[config.mk]
export PLATFORM = sky130hd
export DESIGN_NAME = hv_precharge_sequencer
export DESIGN_NICKNAME = d
export VERILOG_FILES = /design/src/hdl/hvps_pkg.sv /design/src/hdl/hv_precharge_sequencer.sv
export SDC_FILE = /design/constraint.sdc
export NUM_CORES = 1
export LEC_CHECK = 0
export BUFFER_PORTS_ARGS = -buffer_cell sky130_fd_sc_hd__buf_2
export CAP_MARGIN = 25
export CELL_PAD_IN_SITES_DETAIL_PLACEMENT = 1
export CELL_PAD_IN_SITES_GLOBAL_PLACEMENT = 2
export CORE_ASPECT_RATIO = 1.5
export CORE_MARGIN = 1.5
export CORE_UTILIZATION = 40
export CTS_BUF_LIST = sky130_fd_sc_hd__clkbuf_8
export DETAILED_ROUTE_END_ITERATION = 8
export HOLD_SLACK_MARGIN = 0.12
export PLACE_DENSITY_LB_ADDON = 0.1
export SLEW_MARGIN = 0
export SYNTH_ARGS = -nofsm -noshare
export SYNTH_HDL_FRONTEND = slang
export SYNTH_SLANG_ARGS = --single-unit
export TNS_END_PERCENT = 1
[constraint.sdc]
create_clock -name clock -period 8.1 [get_ports clock]
set_clock_uncertainty 0.1 [all_clocks]
set_input_delay 0.81 -clock clock [delete_from_list [all_inputs] [get_ports clock]]
set_output_delay 0.81 -clock clock [all_outputs]
set_load 0.01 [all_outputs]
[src/hdl/hvps_pkg.sv]
// Package for the HV precharge sequencer: mode encoding, register map,
// reset values and fixed ratio constants. No dependencies.
`timescale 1ns / 1ps

package hvps_pkg;

   typedef enum logic [2:0] {
      MODE_FAIL        = 3'd0,
      MODE_IDLE        = 3'd1,
      MODE_PRECHARGING = 3'd2,
      MODE_FORCED      = 3'd3,
      MODE_PRECHARGED  = 3'd4,
      MODE_DRIVE       = 3'd5
   } mode_type;

   localparam int VOLT_W  = 10;
   localparam int TICK_W  = 16;
   localparam int ADDR_W  = 4;
   localparam int DATA_W  = 32;
   // 20*v fits in 15 bits for a 10 bit voltage
   localparam int RATIO_W = 15;

   typedef enum logic [1:0] {
      REG_MIN_VOLTAGE   = 2'd0,
      REG_MAX_VOLTAGE   = 2'd1,
      REG_DWELL_TICKS   = 2'd2,
      REG_TIMEOUT_TICKS = 2'd3
   } reg_index_type;

   localparam logic [VOLT_W-1:0] MIN_VOLTAGE_RST   = 10'd400;
   localparam logic [VOLT_W-1:0] MAX_VOLTAGE_RST   = 10'd600;
   localparam logic [TICK_W-1:0] DWELL_TICKS_RST   = 16'd3000;
   localparam logic [TICK_W-1:0] TIMEOUT_TICKS_RST = 16'd5000;
   localparam logic [TICK_W-1:0] TICK_MAX          = 16'hFFFF;

   function automatic logic [7:0] reverse8(input logic [7:0] v);
      logic [7:0] r;
      for (int i = 0; i < 8; i++) begin
         r[7-i] = v[i];
      end
      return r;
   endfunction

endpackage

[src/hdl/hv_precharge_sequencer.sv]
// Top level of the HV precharge sequencer: tick input stage, mode/counter
// state machine, result register and APB-style register port. Uses hvps_pkg.
`timescale 1ns / 1ps

// ---------------------------------------------------------------------------
// Usage
//  - req_* channel: one transfer per control tick (requests, health and alarm
//    bits, warning faults, battery and inverter voltages).
//  - rsp_* channel: exactly one transfer per tick: mode, relay pattern,
//    error byte and bit-reversed warning byte.
//  - Register port (psel/penable/pwrite/paddr/pwdata): min_voltage at 0x0,
//    max_voltage at 0x4, dwell_ticks at 0x8, timeout_ticks at 0xC. pready is
//    tied high; reads return the register value zero-extended.
//  - A req transfer loads the input register on its edge; the edge on which
//    the tick advances runs the state update and loads the result register,
//    raising rsp_valid. Throughput is one tick per cycle while the receiver
//    does not stall; the mode and counter update is a single pass of compares
//    and 16 bit increments.
//  - When the receiver stalls, the result register holds and the input
//    register still takes one more tick, after which req_ready drops until
//    rsp_ready returns. Nothing is dropped or repeated.
//  - Synchronous reset: mode goes to fail with the startup hold active,
//    counters clear, registers take their default values, both stages empty.
// ---------------------------------------------------------------------------
module hv_precharge_sequencer
   import hvps_pkg::*;
(
   input  logic                 clock,
   input  logic                 reset,
   // tick input
   input  logic                 req_valid,
   output logic                 req_ready,
   input  logic                 req_air_power,
   input  logic                 req_precharge_button,
   input  logic                 req_drive_button,
   input  logic                 req_charger_seen,
   input  logic                 req_bypass_request,
   input  logic [3:0]           req_health_ok,
   input  logic [2:0]           req_bms_alarms,
   input  logic [7:0]           req_warning_faults,
   input  logic [VOLT_W-1:0]    req_battery_voltage,
   input  logic [VOLT_W-1:0]    req_inverter_voltage,
   // result
   output logic                 rsp_valid,
   input  logic                 rsp_ready,
   output logic [2:0]           rsp_mode,
   output logic                 rsp_relay_negative,
   output logic                 rsp_relay_precharge,
   output logic                 rsp_relay_positive,
   output logic [7:0]           rsp_error_byte,
   output logic [7:0]           rsp_warning_byte,
   // register port
   input  logic                 psel,
   input  logic                 penable,
   input  logic                 pwrite,
   input  logic [ADDR_W-1:0]    paddr,
   input  logic [DATA_W-1:0]    pwdata,
   output logic [DATA_W-1:0]    prdata,
   output logic                 pready
);

   // ---------------- configuration registers ----------------
   logic [VOLT_W-1:0] min_voltage_ff;
   logic [VOLT_W-1:0] max_voltage_ff;
   logic [TICK_W-1:0] dwell_ticks_ff;
   logic [TICK_W-1:0] timeout_ticks_ff;
   reg_index_type     reg_sel;
   logic              csr_wr;

   assign pready  = 1'b1;
   assign reg_sel = reg_index_type'(paddr[ADDR_W-1:2]);
   assign csr_wr  = psel && penable && pwrite;

   always_ff @(posedge clock) begin
      if (reset) begin
         min_voltage_ff   <= MIN_VOLTAGE_RST;
         max_voltage_ff   <= MAX_VOLTAGE_RST;
         dwell_ticks_ff   <= DWELL_TICKS_RST;
         timeout_ticks_ff <= TIMEOUT_TICKS_RST;
      end else if (csr_wr) begin
         case (reg_sel)
            REG_MIN_VOLTAGE:   min_voltage_ff   <= pwdata[VOLT_W-1:0];
            REG_MAX_VOLTAGE:   max_voltage_ff   <= pwdata[VOLT_W-1:0];
            REG_DWELL_TICKS:   dwell_ticks_ff   <= pwdata[TICK_W-1:0];
            REG_TIMEOUT_TICKS: timeout_ticks_ff <= pwdata[TICK_W-1:0];
            default: ;
         endcase
      end
   end

   always_comb begin
      case (reg_sel)
         REG_MIN_VOLTAGE:   prdata = DATA_W'(min_voltage_ff);
         REG_MAX_VOLTAGE:   prdata = DATA_W'(max_voltage_ff);
         REG_DWELL_TICKS:   prdata = DATA_W'(dwell_ticks_ff);
         REG_TIMEOUT_TICKS: prdata = DATA_W'(timeout_ticks_ff);
         default:           prdata = '0;
      endcase
   end

   // ---------------- pipeline handshake ----------------
   logic in_valid_ff;
   logic rsp_valid_ff;
   logic advance;       // input stage moves into the result register

   assign advance   = in_valid_ff && (!rsp_valid_ff || rsp_ready);
   assign req_ready = !in_valid_ff || advance;
   assign rsp_valid = rsp_valid_ff;

   always_ff @(posedge clock) begin
      if (reset) begin
         in_valid_ff  <= 1'b0;
         rsp_valid_ff <= 1'b0;
      end else begin
         if (req_ready) begin
            in_valid_ff <= req_valid;
         end
         if (advance) begin
            rsp_valid_ff <= 1'b1;
         end else if (rsp_ready) begin
            rsp_valid_ff <= 1'b0;
         end
      end
   end

   // ---------------- input register ----------------
   logic              air_ff, pre_btn_ff, drv_btn_ff, charger_ff, bypass_ff;
   logic [3:0]        health_ff;
   logic [2:0]        alarms_ff;
   logic [7:0]        warn_ff;
   logic [VOLT_W-1:0] batt_ff, inv_ff;

   always_ff @(posedge clock) begin
      if (req_valid && req_ready) begin
         air_ff     <= req_air_power;
         pre_btn_ff <= req_precharge_button;
         drv_btn_ff <= req_drive_button;
         charger_ff <= req_charger_seen;
         bypass_ff  <= req_bypass_request;
         health_ff  <= req_health_ok;
         alarms_ff  <= req_bms_alarms;
         warn_ff    <= req_warning_faults;
         batt_ff    <= req_battery_voltage;
         inv_ff     <= req_inverter_voltage;
      end
   end

   // ---------------- tick evaluation ----------------
   logic [7:0] err;
   // bit7..4: missing health flags, bit3..1: alarms, bit0 unused
   assign err = {~health_ff[0], ~health_ff[1], ~health_ff[2], ~health_ff[3],
                 alarms_ff[0], alarms_ff[1], alarms_ff[2], 1'b0};

   // 95 percent rule as 20*inv > 19*batt, exact in integers
   logic [RATIO_W-1:0] inv_x20, batt_x19;
   logic               volt_ok;
   assign inv_x20  = (RATIO_W'(inv_ff) << 4) + (RATIO_W'(inv_ff) << 2);
   assign batt_x19 = (RATIO_W'(batt_ff) << 4) + (RATIO_W'(batt_ff) << 1)
                     + RATIO_W'(batt_ff);
   assign volt_ok  = (inv_x20 > batt_x19)
                     && (inv_ff > min_voltage_ff) && (batt_ff > min_voltage_ff)
                     && (inv_ff < max_voltage_ff) && (batt_ff < max_voltage_ff);

   // zero limits act as one
   logic [TICK_W-1:0] dwell_lim, timeout_lim;
   assign dwell_lim   = (dwell_ticks_ff == '0) ? TICK_W'(1) : dwell_ticks_ff;
   assign timeout_lim = (timeout_ticks_ff == '0) ? TICK_W'(1) : timeout_ticks_ff;

   // ---------------- state ----------------
   mode_type          mode_ff, mode_in;
   logic              started_ff, started_in;
   logic [TICK_W-1:0] dwell_ff, dwell_in;
   logic [TICK_W-1:0] tmo_ff, tmo_in;
   logic              armed_ff, armed_in;

   // next state: startup hold, then errors, then air loss, then requests, then counters
   always_comb begin
      logic              entered;
      logic [TICK_W-1:0] dwell_inc;
      logic [TICK_W-1:0] tmo_inc;
      mode_type          m;
      entered    = 1'b0;
      dwell_inc  = (dwell_ff == TICK_MAX) ? TICK_MAX : dwell_ff + TICK_W'(1);
      tmo_inc    = (tmo_ff == TICK_MAX) ? TICK_MAX : tmo_ff + TICK_W'(1);
      m          = mode_ff;
      started_in = started_ff;
      dwell_in   = dwell_ff;
      tmo_in     = tmo_ff;
      armed_in   = armed_ff;

      if (!started_ff) begin
         // startup hold: first clean tick releases to idle and does nothing else
         m = MODE_FAIL;
         if (err == '0) begin
            started_in = 1'b1;
            m          = MODE_IDLE;
         end
      end else if (err != '0 || mode_ff == MODE_FAIL) begin
         m        = MODE_FAIL;
         armed_in = 1'b0;
      end else if (!air_ff) begin
         m        = MODE_IDLE;
         armed_in = 1'b0;
      end else begin
         if (bypass_ff && mode_ff != MODE_FORCED) begin
            m        = MODE_FORCED;
            dwell_in = '0;
            armed_in = 1'b0;
            entered  = 1'b1;
         end else if (mode_ff == MODE_IDLE && (pre_btn_ff || charger_ff)) begin
            m        = MODE_PRECHARGING;
            dwell_in = '0;
            tmo_in   = '0;
            armed_in = 1'b1;
            entered  = 1'b1;
         end else if (mode_ff == MODE_PRECHARGED && drv_btn_ff) begin
            m = MODE_DRIVE;
         end

         if (!entered) begin
            if (m == MODE_PRECHARGING || m == MODE_FORCED) begin
               dwell_in = dwell_inc;
               if (dwell_inc >= dwell_lim) begin
                  m = MODE_PRECHARGED;
               end
            end
            if (armed_ff) begin
               tmo_in = tmo_inc;
               if (tmo_inc >= timeout_lim) begin
                  armed_in = 1'b0;
                  // forced precharge is exempt; dwell advance already applied
                  if (m == MODE_PRECHARGING && !volt_ok) begin
                     m = MODE_IDLE;
                  end
               end
            end
         end
      end
      mode_in = m;
   end

   // outputs: relay pattern from the new mode
   logic relay_neg_in, relay_pre_in, relay_pos_in;
   always_comb begin
      case (mode_in)
         MODE_PRECHARGING, MODE_FORCED: begin
            relay_neg_in = 1'b1;
            relay_pre_in = 1'b1;
            relay_pos_in = 1'b0;
         end
         MODE_PRECHARGED, MODE_DRIVE: begin
            relay_neg_in = 1'b1;
            relay_pre_in = 1'b0;
            relay_pos_in = 1'b1;
         end
         default: begin
            relay_neg_in = 1'b0;
            relay_pre_in = 1'b0;
            relay_pos_in = 1'b0;
         end
      endcase
   end

   always_ff @(posedge clock) begin
      if (reset) begin
         mode_ff    <= MODE_FAIL;
         started_ff <= 1'b0;
         dwell_ff   <= '0;
         tmo_ff     <= '0;
         armed_ff   <= 1'b0;
      end else if (advance) begin
         mode_ff    <= mode_in;
         started_ff <= started_in;
         dwell_ff   <= dwell_in;
         tmo_ff     <= tmo_in;
         armed_ff   <= armed_in;
      end
   end

   // ---------------- result register ----------------
   logic [2:0] rsp_mode_ff;
   logic       rsp_neg_ff, rsp_pre_ff, rsp_pos_ff;
   logic [7:0] rsp_err_ff, rsp_warn_ff;

   always_ff @(posedge clock) begin
      if (advance) begin
         rsp_mode_ff <= mode_in;
         rsp_neg_ff  <= relay_neg_in;
         rsp_pre_ff  <= relay_pre_in;
         rsp_pos_ff  <= relay_pos_in;
         rsp_err_ff  <= err;
         rsp_warn_ff <= reverse8(warn_ff);
      end
   end

   assign rsp_mode            = rsp_mode_ff;
   assign rsp_relay_negative  = rsp_neg_ff;
   assign rsp_relay_precharge = rsp_pre_ff;
   assign rsp_relay_positive  = rsp_pos_ff;
   assign rsp_error_byte      = rsp_err_ff;
   assign rsp_warning_byte    = rsp_warn_ff;

endmodule

==> impl_metrics.yaml <==
die:
  io_pins: 140
  dieHeight_microns: 192.8
  dieArea_sq_mm: 0.02498
  coreArea_sq_mm: 0.02366
  rows: 69
  die_w_microns: 129.6
  start_util_pct: 40.62
layout:
  n_antenna_cell: 0
  most-common-layout-cells: "143 x nand2_1, 108 x ha_1, 103 x buf_2"
  layout-drive-gt1-share_pct: 14.22
  multi_input_comb_area_sq_mm: 0.005375
  finalInstanceArea_sq_mm: 0.01068
  area_growth_pct: 11.09
  fill_cells: 2839
  regArea_sq_mm: 0.003654
  final_common_cell: "nand2_1"
  nets: 1325
drt:
  post-route-drc-count: 0
  routed_via_density: 5.285
  routed_wl_microns: 26480
  first_iter_violations: 288
  antenna_left: 0
  wl_per_cell_microns: 18.16
  dr.pass1.iters: 4
  vias: 7706
global_routing:
  grt_use_total_pct: 22.27
  grt_pass1_vias: 8056
  grt_max_degree: 58
  grt_pass1_wl_microns: 42260
  gr-total-overflow: 0
  grt_antenna_before_repair: 0
worst_hold_path:
  min_from: "warn_ff[2]"
  whs_path_depth: 0
  hold_path.class: "reg -> reg"
  min_to: "rsp_warning_byte[5]"
sta:
  max_freq_mhz: 184.2
  finalHoldViolations: 0
  layout_min_cycle_time_ns: 5.429
  rsz0062_at_grt: "false"
  worstMarginPinSlew_ns: 0.9796
  fin_ws_ns: 2.671
  slew_viol_final: 0
  maxSlewHeadroom_pct: 34.70
  finalSetupViolCount: 0
  setup_tns_ns: 0
  period_share_pct: 67.03
clock_network:
  cts.sinks: 152
  clock_path_buffers: 2
  cts_root_buf: "clkbuf_8"
  cts_tree: "yes"
  worst_skew_pair.late_latency_ns: 0.48
  htreeDepth: 4
  cts_setup_buffers: 0
  path_clk_slew_ns: 0.09
  postCtsHoldBufs: 0
  post_cts_resized: 0
  cts_made_buffers: 17
power_and_ir_drop:
  power.total_uw: 1693
  vdd_drop_max_mv: 0.09782
  p_leak_uw: 0.004581
  p_per_area_mw_per_mm2: 158.6
placed_design:
  place.gp.congestion: 0.8028
  portBuffers: 103
  dp_slack_ns: 2.611
  place_hpwl_microns: 20540
  place_area_sq_mm: 0.01030
worst_setup_path:
  arrival_ns: 5.54
  worstSetupStartpointType: "register"
  path_max_fanout: 5
  r2r_end: "rsp_relay_negative"
  critPathKind: "reg -> reg"
  crit_required_ns: 8.21
  r2r_slack_ns: 2.67
  reg2reg_depth: 20
  endpoint_kind: "register"
  r2r_start: "batt_ff[3]"
synth:
  yosysUniqueCellTypes: 71
  syn_area_sq_mm: 0.009609
  postSynthCellCount: 1038
  seq_area_frac_synth_pct: 38.02
  postSynthAreaPerCell_sq_um: 9.257
  synthArstFlopShare_pct: 0
  synth-seq-cells: 152
  ys_warn_count: 0
  ys.flop_type: "dfxtp_1"
  synth-edff-count: 61
run:
  maxCapViolCount: 0
outcome:
  outcome: "finished, final reports clean"
==> per-layer routing <==
| layer | GRT usage [%] | share of wire (%) |
|---|---|---|
| met1 | 25.03 | 42 |
| met2 | 41.90 | 53 |
| met3 | 3.244 | 2.4 |
| met5 | 0 | 0 |
| met4 | 8.333 | 2.6 |
==> registers in the layout (all words and copies together) (netlist names), 4 cells and up <==
name and count:
tmo_ff 16, dwell_ticks_ff 16, batt_ff 10, inv_ff 10, max_voltage_ff 10, timeout_ticks_ff 16
rsp_error_byte 7, dwell_ff 16, rsp_warning_byte 8, min_voltage_ff 10, warn_ff 8, health_ff 4
==> logic make-up after synthesis <==
kind of cell	after synthesis	share of synthesized area, %
other	2	0.07815
buffers and inverters	139	6.680
flip-flops	152	38.02
multiplexers	28	4.232
AO/OA/AOI/OAI	221	14.91
adder cells (fa/ha/maj)	116	15.73
XOR/XNOR	39	3.555
AND/OR/NAND/NOR	341	16.80
==> worst max path at each step <==
stage,start,endpoint,slack [ns],depth (start not counted)
final,batt_ff[3],rsp_relay_negative,2.67,20
after global routing,batt_ff[3],rsp_relay_negative,2.26,20
after CTS,batt_ff[3],rsp_relay_negative,2.59,20
after detailed placement,batt_ff[3],rsp_relay_negative,2.61,20
after global placement,batt_ff[3],rsp_relay_negative,2.71,20
after floorplan,batt_ff[3],rsp_relay_negative,3.63,19
==> power by group <==
part           internal (uW)  leakage [uW]  total (uW)  switching [uW]
clock                    250      0.000181         579             330
combinational            117       0.00308         273             157
sequential               819       0.00132         840            21.4
total                   1180       0.00458        1690             508
==> per-stage QoR <==
step           instances  hold slack (ns)  utilization [%]
2_1_floorplan       1054           0.3003                -
3_3_place_gp        1426           0.3009            43.53
3_5_place_dp        1426           0.3057            43.53
4_1_cts             1458           0.3191            45.13
5_1_grt             1458           0.3285            45.13
6_report            1458           0.3197            45.13
==> area by class of cell <==
cell class | count | area share (%)
multi-input cells | 763 | 50.35
inverters | 84 | 2.954
clock buffers | 17 | 2.192
clock inverters | 15 | 1.360
repair buffers | 108 | 5.181
well taps | 319 | 3.739
flip-flops and latches | 152 | 34.22
==> cell usage after synthesis (15+ instances only) <==
cell	instances	share of area, %
nand3_1	28	1.5
xnor2_1	24	2.2
mux2i_1	17	1.8
o211ai_1	21	1.6
clkbuf_1	23	0.90
xor2_1	15	1.4
and3_1	15	0.98
dfxtp_1	91	19
ha_1	108	14
nor2_1	66	2.6
buf_4	21	1.6
nand2_1	143	5.6
inv_1	84	3.3
edfxtp_1	61	19
nor2b_1	18	1.2
a21oi_1	75	3.9
o21ai_0	43	2.2
==> critical path, stage by stage, from the launching register on <==
cell and delay [ns]:
edfxtp_1 0.56, inv_1 0.11, fa_1 0.51, inv_1 0.04
ha_1 0.32, a21oi_1 0.15, o21bai_1 0.11, a21o_1 0.19
a21o_1 0.21, a311oi_1 0.56, nor4b_1 0.12, nor4_1 0.32
ha_1 0.30, nand4_1 0.14, nor4_1 0.09, nor4_1 0.23
nand2_1 0.09, nor4_1 0.48, o2bb2ai_1 0.27, xor2_1 0.21
nor2_1 0.05
Power figures use the tool's default switching activity.
